--- config.mk ---
export PLATFORM = sky130hd
export DESIGN_NAME = nmea_sentence_checker_unit
export DESIGN_NICKNAME = d
export VERILOG_FILES = /design/src/rtl/nsc_pkg.sv /design/src/rtl/nsc_kind_decode.sv /design/src/rtl/nmea_sentence_checker_unit.sv
export SDC_FILE = /design/constraint.sdc
export NUM_CORES = 1
export LEC_CHECK = 0
export ABC_AREA = 0
export BUFFER_PORTS_ARGS = -buffer_cell sky130_fd_sc_hd__buf_4
export CORE_MARGIN = 1.5
export CORE_UTILIZATION = 60
export DETAILED_ROUTE_END_ITERATION = 16
export PLACE_DENSITY_LB_ADDON = 0.08
export SLEW_MARGIN = 20
export SYNTH_ARGS = -nofsm -noshare
export SYNTH_HDL_FRONTEND = slang
export SYNTH_SLANG_ARGS = --single-unit
--- constraint.sdc ---
create_clock -name clock -period 4.43 [get_ports clock]
set_input_delay 0.886 -clock clock [delete_from_list [all_inputs] [get_ports clock]]
set_output_delay 0.886 -clock clock [all_outputs]
set_load 0.02 [all_outputs]
--- src/rtl/nsc_pkg.sv ---
// ---------------------------------------------------------------------------
// nsc_pkg
// Shared widths, character codes, verdict codes and the sentence code table
// of the NMEA line checker.
// ---------------------------------------------------------------------------
package nsc_pkg;

   localparam int CHAR_WIDTH    = 8;
   localparam int VERDICT_WIDTH = 3;
   localparam int KIND_WIDTH    = 4;
   localparam int LEN_WIDTH     = 8;
   localparam int CSR_IDX_WIDTH = 1;
   localparam int HEADER_DEPTH  = 5;
   localparam int KIND_COUNT    = 14;

   typedef logic [CHAR_WIDTH-1:0]    char_type;
   typedef logic [VERDICT_WIDTH-1:0] verdict_type;
   typedef logic [KIND_WIDTH-1:0]    kind_type;
   typedef logic [LEN_WIDTH-1:0]     len_type;
   typedef logic [CSR_IDX_WIDTH-1:0] csr_idx_type;

   localparam csr_idx_type CSR_MIN_LENGTH = 1'd0;
   localparam csr_idx_type CSR_MAX_LENGTH = 1'd1;

   localparam len_type MIN_LENGTH_RESET = 8'd10;
   localparam len_type MAX_LENGTH_RESET = 8'd180;
   localparam len_type LEN_MAX          = 8'd255;

   localparam char_type CHAR_STAR   = 8'h2a;
   localparam char_type CHAR_DOLLAR = 8'h24;
   localparam char_type CHAR_BANG   = 8'h21;

   localparam verdict_type VERDICT_OK_DOLLAR  = 3'd0;
   localparam verdict_type VERDICT_OK_BANG    = 3'd1;
   localparam verdict_type VERDICT_BAD_LENGTH = 3'd2;
   localparam verdict_type VERDICT_BAD_START  = 3'd3;
   localparam verdict_type VERDICT_NO_STAR    = 3'd4;
   localparam verdict_type VERDICT_MISMATCH   = 3'd5;
   localparam verdict_type VERDICT_UNKNOWN    = 3'd6;

   localparam kind_type KIND_UNKNOWN = 4'd0;

   // three-letter codes, kind k+1 at entry k
   localparam logic [3*CHAR_WIDTH-1:0] KIND_CODES [KIND_COUNT] = '{
      "MWV", "MWD", "VWR", "VWT", "MDA", "MTA", "RMB",
      "RMC", "VHW", "HDM", "XDR", "ROT", "RSA", "APB"
   };

   // bit 4 set when the character is a hex digit, low nibble its value
   function automatic logic [4:0] hex_digit(input char_type c);
      logic [4:0] result;
      result = 5'd0;
      if (c >= "0" && c <= "9") begin
         result = {1'b1, 4'(c - "0")};
      end else if (c >= "a" && c <= "f") begin
         result = {1'b1, 4'(c - "a" + 8'd10)};
      end else if (c >= "A" && c <= "F") begin
         result = {1'b1, 4'(c - "A" + 8'd10)};
      end
      return result;
   endfunction

endpackage

--- src/rtl/nsc_kind_decode.sv ---
// ---------------------------------------------------------------------------
// nsc_kind_decode
// Matches the three sentence code characters against the known codes and
// returns the sentence kind, zero when none matches.
// ---------------------------------------------------------------------------
module nsc_kind_decode (
   input  nsc_pkg::char_type code_first,
   input  nsc_pkg::char_type code_second,
   input  nsc_pkg::char_type code_third,
   output nsc_pkg::kind_type kind
);
   import nsc_pkg::*;

   logic [3*CHAR_WIDTH-1:0] code;

   assign code = {code_first, code_second, code_third};

   // codes are distinct, so at most one entry matches
   always_comb begin
      kind = KIND_UNKNOWN;
      for (int k = 0; k < KIND_COUNT; k++) begin
         if (code == KIND_CODES[k]) begin
            kind = KIND_WIDTH'(k + 1);
         end
      end
   end

endmodule

--- src/rtl/nmea_sentence_checker_unit.sv ---
// ---------------------------------------------------------------------------
// nmea_sentence_checker_unit
// Checks NMEA 0183 lines arriving one character per transaction: length,
// start character, checksum after the last star and sentence code.
// ---------------------------------------------------------------------------
// channel   direction  handshake           payload
// req       in         req_valid/req_stall char_code, line_end
// rsp       out        rsp_valid/rsp_stall verdict, kind, talker, sums, length
// csr       in         csr_valid/csr_ready register index, 8-bit data
//
// one character per cycle unless a stalled result holds a line end back; a verdict
// follows the last character of a line through the input, then result register
// reset clears the line state and loads min_length 10 and max_length 180
// only a line end needs the result register, so a stalled result holds back
// the input only when the next character closes another line
// ---------------------------------------------------------------------------
module nmea_sentence_checker_unit (
   input  logic                  clock,
   input  logic                  reset,
   input  logic                  req_valid,
   output logic                  req_stall,
   input  nsc_pkg::char_type     req_char_code,
   input  logic                  req_line_end,
   output logic                  rsp_valid,
   input  logic                  rsp_stall,
   output nsc_pkg::verdict_type  rsp_verdict,
   output nsc_pkg::kind_type     rsp_sentence_kind,
   output nsc_pkg::char_type     rsp_talker_first,
   output nsc_pkg::char_type     rsp_talker_second,
   output nsc_pkg::char_type     rsp_computed_sum,
   output nsc_pkg::char_type     rsp_received_sum,
   output logic                  rsp_received_too_big,
   output nsc_pkg::len_type      rsp_line_length,
   input  logic                  csr_valid,
   output logic                  csr_ready,
   input  nsc_pkg::csr_idx_type  csr_index,
   input  nsc_pkg::char_type     csr_data
);
   import nsc_pkg::*;

   // configuration
   len_type min_length_ff, max_length_ff;

   // input register
   logic     in_valid_ff;
   char_type in_char_ff;
   logic     in_last_ff;
   logic     in_advance;
   logic     req_take;

   // line state
   len_type  position_ff, position_in;
   char_type running_xor_ff, running_xor_in;
   char_type xor_at_star_ff, xor_at_star_in;
   logic     star_seen_ff, star_seen_in;
   char_type hex_value_ff, hex_value_in;
   logic     hex_overflow_ff, hex_overflow_in;
   logic     hex_stopped_ff, hex_stopped_in;
   char_type start_char_ff, start_char_in;
   char_type header_ff [HEADER_DEPTH];
   char_type header_in [HEADER_DEPTH];

   // result
   logic        rsp_valid_ff, rsp_valid_in;
   logic        rsp_load;
   verdict_type verdict_in, verdict_ff;
   kind_type    kind_in, kind_ff;
   char_type    computed_in, computed_ff;
   char_type    received_in, received_ff;
   logic        too_big_in, too_big_ff;
   char_type    talker_first_ff, talker_second_ff;
   len_type     length_ff;
   logic [4:0]  digit;

   assign csr_ready = 1'b1;

   always_ff @(posedge clock) begin
      if (reset) begin
         min_length_ff <= MIN_LENGTH_RESET;
         max_length_ff <= MAX_LENGTH_RESET;
      end else if (csr_valid) begin
         unique case (csr_index)
            CSR_MIN_LENGTH: min_length_ff <= csr_data;
            CSR_MAX_LENGTH: max_length_ff <= csr_data;
            default: ;
         endcase
      end
   end

   // a line end needs a free result slot, other characters move on at once
   assign in_advance = in_valid_ff && (!in_last_ff || !rsp_valid_ff || !rsp_stall);
   assign req_stall  = in_valid_ff && !in_advance;
   assign req_take   = req_valid && !req_stall;
   assign rsp_load   = in_advance && in_last_ff;

   always_ff @(posedge clock) begin
      if (reset) begin
         in_valid_ff <= 1'b0;
      end else if (req_take) begin
         in_valid_ff <= 1'b1;
      end else if (in_advance) begin
         in_valid_ff <= 1'b0;
      end
   end

   always_ff @(posedge clock) begin
      if (req_take) begin
         in_char_ff <= req_char_code;
         in_last_ff <= req_line_end;
      end
   end

   // state after this character
   always_comb begin
      digit           = hex_digit(in_char_ff);
      start_char_in   = start_char_ff;
      xor_at_star_in  = xor_at_star_ff;
      star_seen_in    = star_seen_ff;
      hex_value_in    = hex_value_ff;
      hex_overflow_in = hex_overflow_ff;
      hex_stopped_in  = hex_stopped_ff;
      running_xor_in  = running_xor_ff;
      for (int i = 0; i < HEADER_DEPTH; i++) begin
         header_in[i] = header_ff[i];
         if (position_ff == LEN_WIDTH'(i + 1)) begin
            header_in[i] = in_char_ff;
         end
      end
      if (position_ff == '0) begin
         start_char_in = in_char_ff;
      end else begin
         if (in_char_ff == CHAR_STAR) begin
            xor_at_star_in  = running_xor_ff;
            star_seen_in    = 1'b1;
            hex_value_in    = '0;
            hex_overflow_in = 1'b0;
            hex_stopped_in  = 1'b0;
         end else if (star_seen_ff && !hex_stopped_ff) begin
            if (!digit[4]) begin
               hex_stopped_in = 1'b1;
            end else begin
               if (hex_value_ff[7:4] != 4'd0) begin
                  hex_overflow_in = 1'b1;
               end
               hex_value_in = {hex_value_ff[3:0], digit[3:0]};
            end
         end
         running_xor_in = running_xor_ff ^ in_char_ff;
      end
      position_in = (position_ff == LEN_MAX) ? LEN_MAX : position_ff + 8'd1;
   end

   nsc_kind_decode u_kind (
      .code_first  (header_in[2]),
      .code_second (header_in[3]),
      .code_third  (header_in[4]),
      .kind        (kind_in)
   );

   always_comb begin
      computed_in = star_seen_in ? xor_at_star_in : '0;
      received_in = star_seen_in ? hex_value_in : '0;
      too_big_in  = star_seen_in && hex_overflow_in;
      if (position_in < min_length_ff || position_in > max_length_ff) begin
         verdict_in = VERDICT_BAD_LENGTH;
      end else if (start_char_in != CHAR_DOLLAR && start_char_in != CHAR_BANG) begin
         verdict_in = VERDICT_BAD_START;
      end else if (!star_seen_in) begin
         verdict_in = VERDICT_NO_STAR;
      end else if (too_big_in || received_in != computed_in) begin
         verdict_in = VERDICT_MISMATCH;
      end else if (start_char_in == CHAR_BANG) begin
         verdict_in = VERDICT_OK_BANG;
      end else if (kind_in == KIND_UNKNOWN) begin
         verdict_in = VERDICT_UNKNOWN;
      end else begin
         verdict_in = VERDICT_OK_DOLLAR;
      end
   end

   // line end clears the state for the next line
   always_ff @(posedge clock) begin
      if (reset) begin
         position_ff     <= '0;
         running_xor_ff  <= '0;
         xor_at_star_ff  <= '0;
         star_seen_ff    <= 1'b0;
         hex_value_ff    <= '0;
         hex_overflow_ff <= 1'b0;
         hex_stopped_ff  <= 1'b0;
         start_char_ff   <= '0;
         for (int i = 0; i < HEADER_DEPTH; i++) begin
            header_ff[i] <= '0;
         end
      end else if (in_advance) begin
         if (in_last_ff) begin
            position_ff     <= '0;
            running_xor_ff  <= '0;
            xor_at_star_ff  <= '0;
            star_seen_ff    <= 1'b0;
            hex_value_ff    <= '0;
            hex_overflow_ff <= 1'b0;
            hex_stopped_ff  <= 1'b0;
            start_char_ff   <= '0;
            for (int i = 0; i < HEADER_DEPTH; i++) begin
               header_ff[i] <= '0;
            end
         end else begin
            position_ff     <= position_in;
            running_xor_ff  <= running_xor_in;
            xor_at_star_ff  <= xor_at_star_in;
            star_seen_ff    <= star_seen_in;
            hex_value_ff    <= hex_value_in;
            hex_overflow_ff <= hex_overflow_in;
            hex_stopped_ff  <= hex_stopped_in;
            start_char_ff   <= start_char_in;
            for (int i = 0; i < HEADER_DEPTH; i++) begin
               header_ff[i] <= header_in[i];
            end
         end
      end
   end

   always_comb begin
      if (rsp_load) begin
         rsp_valid_in = 1'b1;
      end else if (!rsp_stall) begin
         rsp_valid_in = 1'b0;
      end else begin
         rsp_valid_in = rsp_valid_ff;
      end
   end

   always_ff @(posedge clock) begin
      if (reset) begin
         rsp_valid_ff <= 1'b0;
      end else begin
         rsp_valid_ff <= rsp_valid_in;
      end
   end

   always_ff @(posedge clock) begin
      if (rsp_load) begin
         verdict_ff       <= verdict_in;
         kind_ff          <= kind_in;
         talker_first_ff  <= header_in[0];
         talker_second_ff <= header_in[1];
         computed_ff      <= computed_in;
         received_ff      <= received_in;
         too_big_ff       <= too_big_in;
         length_ff        <= position_in;
      end
   end

   assign rsp_valid            = rsp_valid_ff;
   assign rsp_verdict          = verdict_ff;
   assign rsp_sentence_kind    = kind_ff;
   assign rsp_talker_first     = talker_first_ff;
   assign rsp_talker_second    = talker_second_ff;
   assign rsp_computed_sum     = computed_ff;
   assign rsp_received_sum     = received_ff;
   assign rsp_received_too_big = too_big_ff;
   assign rsp_line_length      = length_ff;

endmodule

# == Yosys cells after proc, flatten, opt, wreduce, memory -nomap -nowiden ==
# Memory sizes are Yosys's and may differ from the RTL's.
# Index checks and enable logic that the tools add are counted.
# word_totals
reg_bits,118
mem_bits_rw,40
inputBits,23
output_inout_bits,51
word_cells,189
n_memories,1
# mem_list
memory,depth,width,read_ports,rd_clocked_by_memory_dff,write_ports,line_no,text
header_ff,5,8,5,0,5,nmea_sentence_checker_unit.sv:60,char_type header_ff [HEADER_DEPTH];
# op_classes
n_addsub,6
n_lt_le_gt_ge,8
eq_ne,28
muxes,81
bitwise_logic,12
n_reduce_logical,30
# op_table
op,n
"equality test 24 x 23 -> 1 bit, second input constant",14
two-way mux 8 bit,31
two-way mux 1 bit,30
two-way mux 4 bit,7
two-way mux 3 bit,8
"equality test 8 x 2 -> 1 bit, second input constant",2
"equality test 8 x 3 -> 1 bit, second input constant",2
"equality test 8 x 6 -> 1 bit, second input constant",2
">= comparator 8 x 7 -> 1 bit, second input constant",2
"less-or-equal comparator 8 x 7 -> 1 bit, second input constant",2
"inequality test 8 x 6 -> 1 bit, second input constant",2
two-way mux 5 bit,3
"subtractor 4 x 1 -> 4 bit, second input constant",3
logical AND 1 bit,10
bitwise OR 1 bit,10
"adder 4 bit, second input constant",2
"adder 8 x 1 -> 8 bit, second input constant",1
"equality test 8 x 1 -> 1 bit, second input constant",1
"equality test 8 bit, second input constant",1
">= comparator 8 x 6 -> 1 bit, second input constant",1
> comparator 8 bit,1
"less-or-equal comparator 8 x 6 -> 1 bit, second input constant",1
logical NOT 8 bit,1
less-than comparator 8 bit,1
other kinds (16),27

# == Longest topological paths before layout ==
# depth
ltp_word,23
depth_mapped,15

# == By module ==
# From an unflattened synthesis, not the netlist that was laid out.
# unflattened
cells_unflattened,725
hier_area_um2,7860.0
# modules_own_cells
mod,n_inst,cells_each,area_per_inst_um2
nmea_sentence_checker_unit,1,655,7332.0
nsc_kind_decode,1,70,528.0

# == Worst setup path after synthesis ==
# OpenSTA, ideal clock, no wires.
# synth_timing
path_kind,in2reg
start,input rsp_stall
end,register running_xor_ff[0]
setup_time_ps,124
t_arrival_ps,3933
path_slack_ps,372
stages,4
path_buffers,1
path_cell_list,a21oi_1 or2_2 buf_1 nor2_1
# synth_via
elab_chain_len,4
# synth_lines
item,line_no,text
start: declaration,nmea_sentence_checker_unit.sv:25,"input logic rsp_stall,"
logical NOT 1 bit,-,
logical OR 1 bit,nmea_sentence_checker_unit.sv:91,assign in_advance = in_valid_ff && (!in_last_ff || !rsp_valid_ff || !rsp_stall);
logical AND 1 bit,nmea_sentence_checker_unit.sv:91,
AND reduction 2 bit (no line),-,
end signal: assignment,nmea_sentence_checker_unit.sv:210,running_xor_ff <= running_xor_in;
end: declaration,nmea_sentence_checker_unit.sv:53,"char_type running_xor_ff, running_xor_in;"
# No other way between the ends.
# A chain may end at the register's enable or synchronous reset.

# == Final worst setup path ==
# layout_timing
start,register in_char_ff[4]
end,"register verdict_ff[2] (netlist: rsp_verdict[2]), data pin"
# layout_via
elab_chain_len,21
elab_cells_between_ends,72
classes_between,6 x order compare; 19 x eq/ne; 39 x mux; 8 x reduce/logical
# layout_lines
item,line_no,text
start: declaration,nmea_sentence_checker_unit.sv:46,char_type in_char_ff;
start signal: assignment,nmea_sentence_checker_unit.sv:108,in_char_ff <= req_char_code;
two-way mux 8 bit,nmea_sentence_checker_unit.sv:125,if (position_ff == LEN_WIDTH'(i + 1)) begin
equality test 24 x 23 -> 1 bit,nsc_kind_decode.sv:22,if (code == KIND_CODES[k]) begin
two-way mux 1 bit,nsc_kind_decode.sv:22,
two-way mux 2 bit (2 in a row),nsc_kind_decode.sv:22,
two-way mux 3 bit (4 in a row),nsc_kind_decode.sv:22,
two-way mux 4 bit (7 in a row),nsc_kind_decode.sv:22,
logical NOT 4 bit,nmea_sentence_checker_unit.sv:174,end else if (kind_in == KIND_UNKNOWN) begin
two-way mux 3 bit,nmea_sentence_checker_unit.sv:174,
two-way mux 3 bit,nmea_sentence_checker_unit.sv:172,end else if (start_char_in == CHAR_BANG) begin
two-way mux 3 bit,nmea_sentence_checker_unit.sv:170,end else if (too_big_in || received_in != computed_in) begin
two-way mux 3 bit,nmea_sentence_checker_unit.sv:168,end else if (!star_seen_in) begin
end signal: assignment,nmea_sentence_checker_unit.sv:244,verdict_ff <= verdict_in;
end: declaration,nmea_sentence_checker_unit.sv:66,"verdict_type verdict_in, verdict_ff;"
# Parallel ways exist; a longest one is shown, timed or not.

==> run metrics <==
vias in the first global route=between 6000 and 7000; min-delay src=max_length_ff[6]$_SDFFE_PP0P_; Setup-failing EPs final=0; first-pass iteration count of the detailed router=6; Pleak=around 0.0037 uW; area share of the largest cell type after synthesis=35.2%; antenna-violating nets left=0; most common cell in the synthesized netlist=nand2_1; switching part of the total=between 20% and 30%; Tot GR Track Use=between 30% and 40%; CTS buffer count=17; pwr/cell area=351 nW/um^2; Post-synth top flop=edfxtp_1; CP endpoint kind=flop; die height=around 120 um; ANT cells=0; CTS tree=done; Post-synth top cells=nand2_1, edfxtp_1, dfxtp_1, a21oi_1, nor2_1; startpoint types=flop; Distinct cells, synth=approximately 80; #FFs+latches synth=between 150 and 200; design area=roughly 9600 um^2; Final WS setup=0.889 ns; ranking of synthesized cells by area=edfxtp_1, dfxtp_1, nand2_1; Area after DPL=about 9000 um^2; Starting Density=between 60% and 70%; initial antenna violation count=0; Avg WL per Cell=19.6 um; share of cells above drive strength 1=17.8%; PortBufs=72; Routed WL=between 20000 and 25000 um; Synth Net Count=between 800 and 900; max_slew headroom=about two fifths; first-pass GRT wire length=34100 um; HP Class=flop to flop; Iter 0 DRT Violations=~800; CTS clock-pin slew for the worst setup and hold paths=~0.06 ns; syn_area_per_cell=slightly above 10 um^2; Clock Skew=0.00666 ns; # rows=42; Clk pwr share=between 40 and 50%; DIE AREA=between 10000 and 15000 um^2; Worst setup startpoint=in_char_ff[4]$_DFFE_PP_; synth warn=0; placed wire-length estimate=14700 um; sequential fraction of the synthesis area=about 50%; Comb pwr share=between 7 and 8%; min cycle time layout=about 3.5 ns; Max Cap Viol=0; Area Overhead vs Synth=15.8%; WP data required=~4.6 ns; Worst-Skew Late Latency=0.43 ns; total grt overflow=0; post-CTS resize count=0; DR vias=6853; Cells after Synth=roughly 800; CTS max path bufs=2; TritonCTS Sinks=~160; num ports=74; final hold slack=approximately 0.46 ns; hold bufs inserted after CTS=0; Die Width=between 100 and 150 um; power share of the sequential group=49.2%; outcome=finished clean; Netlist Area Pre-Place=a little over 8000 um^2; RSZ-0062 raised after global routing=no; Slew Limit Fails=0; Peak VDD IR=roughly 0.00026 V; GPL Wtd Cong=~0.96; Post-synth EDFFs=slightly below 100; worst-margin pin slew=between 0.9 and 1 ns; H-Tree Depth=4; pin count of the biggest net entering global routing=34; sw power=800 uW; Core ar.=around 13000 um^2; worst path arrival time=3.68 ns; vias per cell=between 6 and 7; Setup CP Type=flop to flop; Power Internal=2560 uW; Final Cycle Share=approximately four fifths; Final TNS setup=0 ns; Post-synth ARST share=0%; post-CTS setup buffer count=0; Clk Tree Root Cell=clkbuf_16; FF-to-FF Start=in_char_ff[4]$_DFFE_PP_; DP Worst Slack=a little over 1 ns; Final Hold Fails=0; critical-path maximum fanout=18; nets=around 930; Post-route DRC=0; post-synth top area cell=edfxtp_1; total power=3360 uW; fmax=0.282 GHz
## stage by stage
step / utilization, % / cells
after floorplan: - / 815
after global placement: 67.3 / 1039
after detailed placement: 67.3 / 1039
after CTS: 71.7 / 1071
after global routing: 71.7 / 1071
final: 71.7 / 1071
## critical path: stages (launching register included)
cell       delay, ns
edfxtp_1        0.36
buf_4           0.21
or4b_4          0.53
a211o_1         0.32
a21boi_4        0.35
mux2i_1         0.43
o32ai_1         0.17
a2111oi_2       0.48
and4b_1         0.29
a41oi_1         0.12
## area by class of cell
type,instances,area (um^2)
tap,176,220
fill,991,3780
clock inverter,12,135
clock buffer,20,447
timing repair buffer,92,691
multi-input combinational,583,3830
inverter,30,113
sequential,158,4130
## flip-flops by register name, summed over array words and instances, names as in the netlist, 3 cells and up
| signal | count |
|---|---|
| header_ff | 40 |
| hex_value_ff | 8 |
| in_char_ff | 8 |
| max_length_ff | 8 |
| min_length_ff | 8 |
| position_ff | 8 |
| rsp_computed_sum | 8 |
| rsp_line_length | 8 |
| rsp_received_sum | 8 |
| rsp_talker_first | 8 |
| rsp_talker_second | 8 |
| running_xor_ff | 8 |
| start_char_ff | 8 |
| xor_at_star_ff | 8 |
| rsp_sentence_kind | 4 |
| rsp_verdict | 3 |
## worst paths after layout
path                                         to  slack, ns  depth (start not counted)
setup / recovery   rsp_verdict[2]$_SDFFCE_PP0P_       0.89                          9
hold / removal    max_length_ff[6]$_SDFFE_PP0P_       0.46                          2
setup reg to reg   rsp_verdict[2]$_SDFFCE_PP0P_       0.89                          9
hold reg to reg   max_length_ff[6]$_SDFFE_PP0P_       0.46                          2
## kinds of logic (layout without fill, tap and decap cells)
group / Yosys count / after routing / synth area share (%)
flops: 158 / 158 / 50.0
compound gates: 191 / 191 / 16.5
simple gates: 326 / 326 / 21.0
xor+xnor: 13 / 13 / 1.38
mux: 29 / 29 / 3.78
other cells: 1 / 1 / 0.0454
buf+inv: 74 / 154 / 3.78
fa+ha+maj: 23 / 23 / 3.48
## power by group through the flow
stage          sequential, uW  clock, uW  combinational [uW]
4_1_cts                  1650       1460                 248
5_1_grt                  1660       1530                 271
2_1_floorplan            1690          0                 139
6_report                 1650       1450                 249
3_5_place_dp             1680          0                 245
3_3_place_gp             1680          0                 239
## cell usage in the layout, fill, tap and decap left out, types with 16 or more instances in the layout
| cell | synthesis | routed |
|---|---|---|
| nand2_1 | 119 | 119 |
| edfxtp_1 | 97 | 97 |
| buf_4 | 3 | 92 |
| dfxtp_1 | 61 | 61 |
| a21oi_1 | 55 | 54 |
| nor2_1 | 52 | 52 |
| inv_1 | 29 | 29 |
| a22o_1 | 26 | 26 |
| o21ai_0 | 24 | 24 |
| ha_1 | 23 | 23 |
| nand3_1 | 22 | 22 |
| and2_1 | 20 | 20 |
| clkbuf_16 | 0 | 17 |
| mux2_2 | 16 | 16 |
## metal layers
layer | wire length, um | global-route usage, % | up-vias
li1 | - | - | 3156
met1 | 8780 | 40.2 | 3284
met2 | 10300 | 49.6 | 348
met3 | 1400 | 5.38 | 65
met4 | 571 | 11.8 | 0
met5 | 0 | 0 | -
Power figures use the tool's default switching activity.
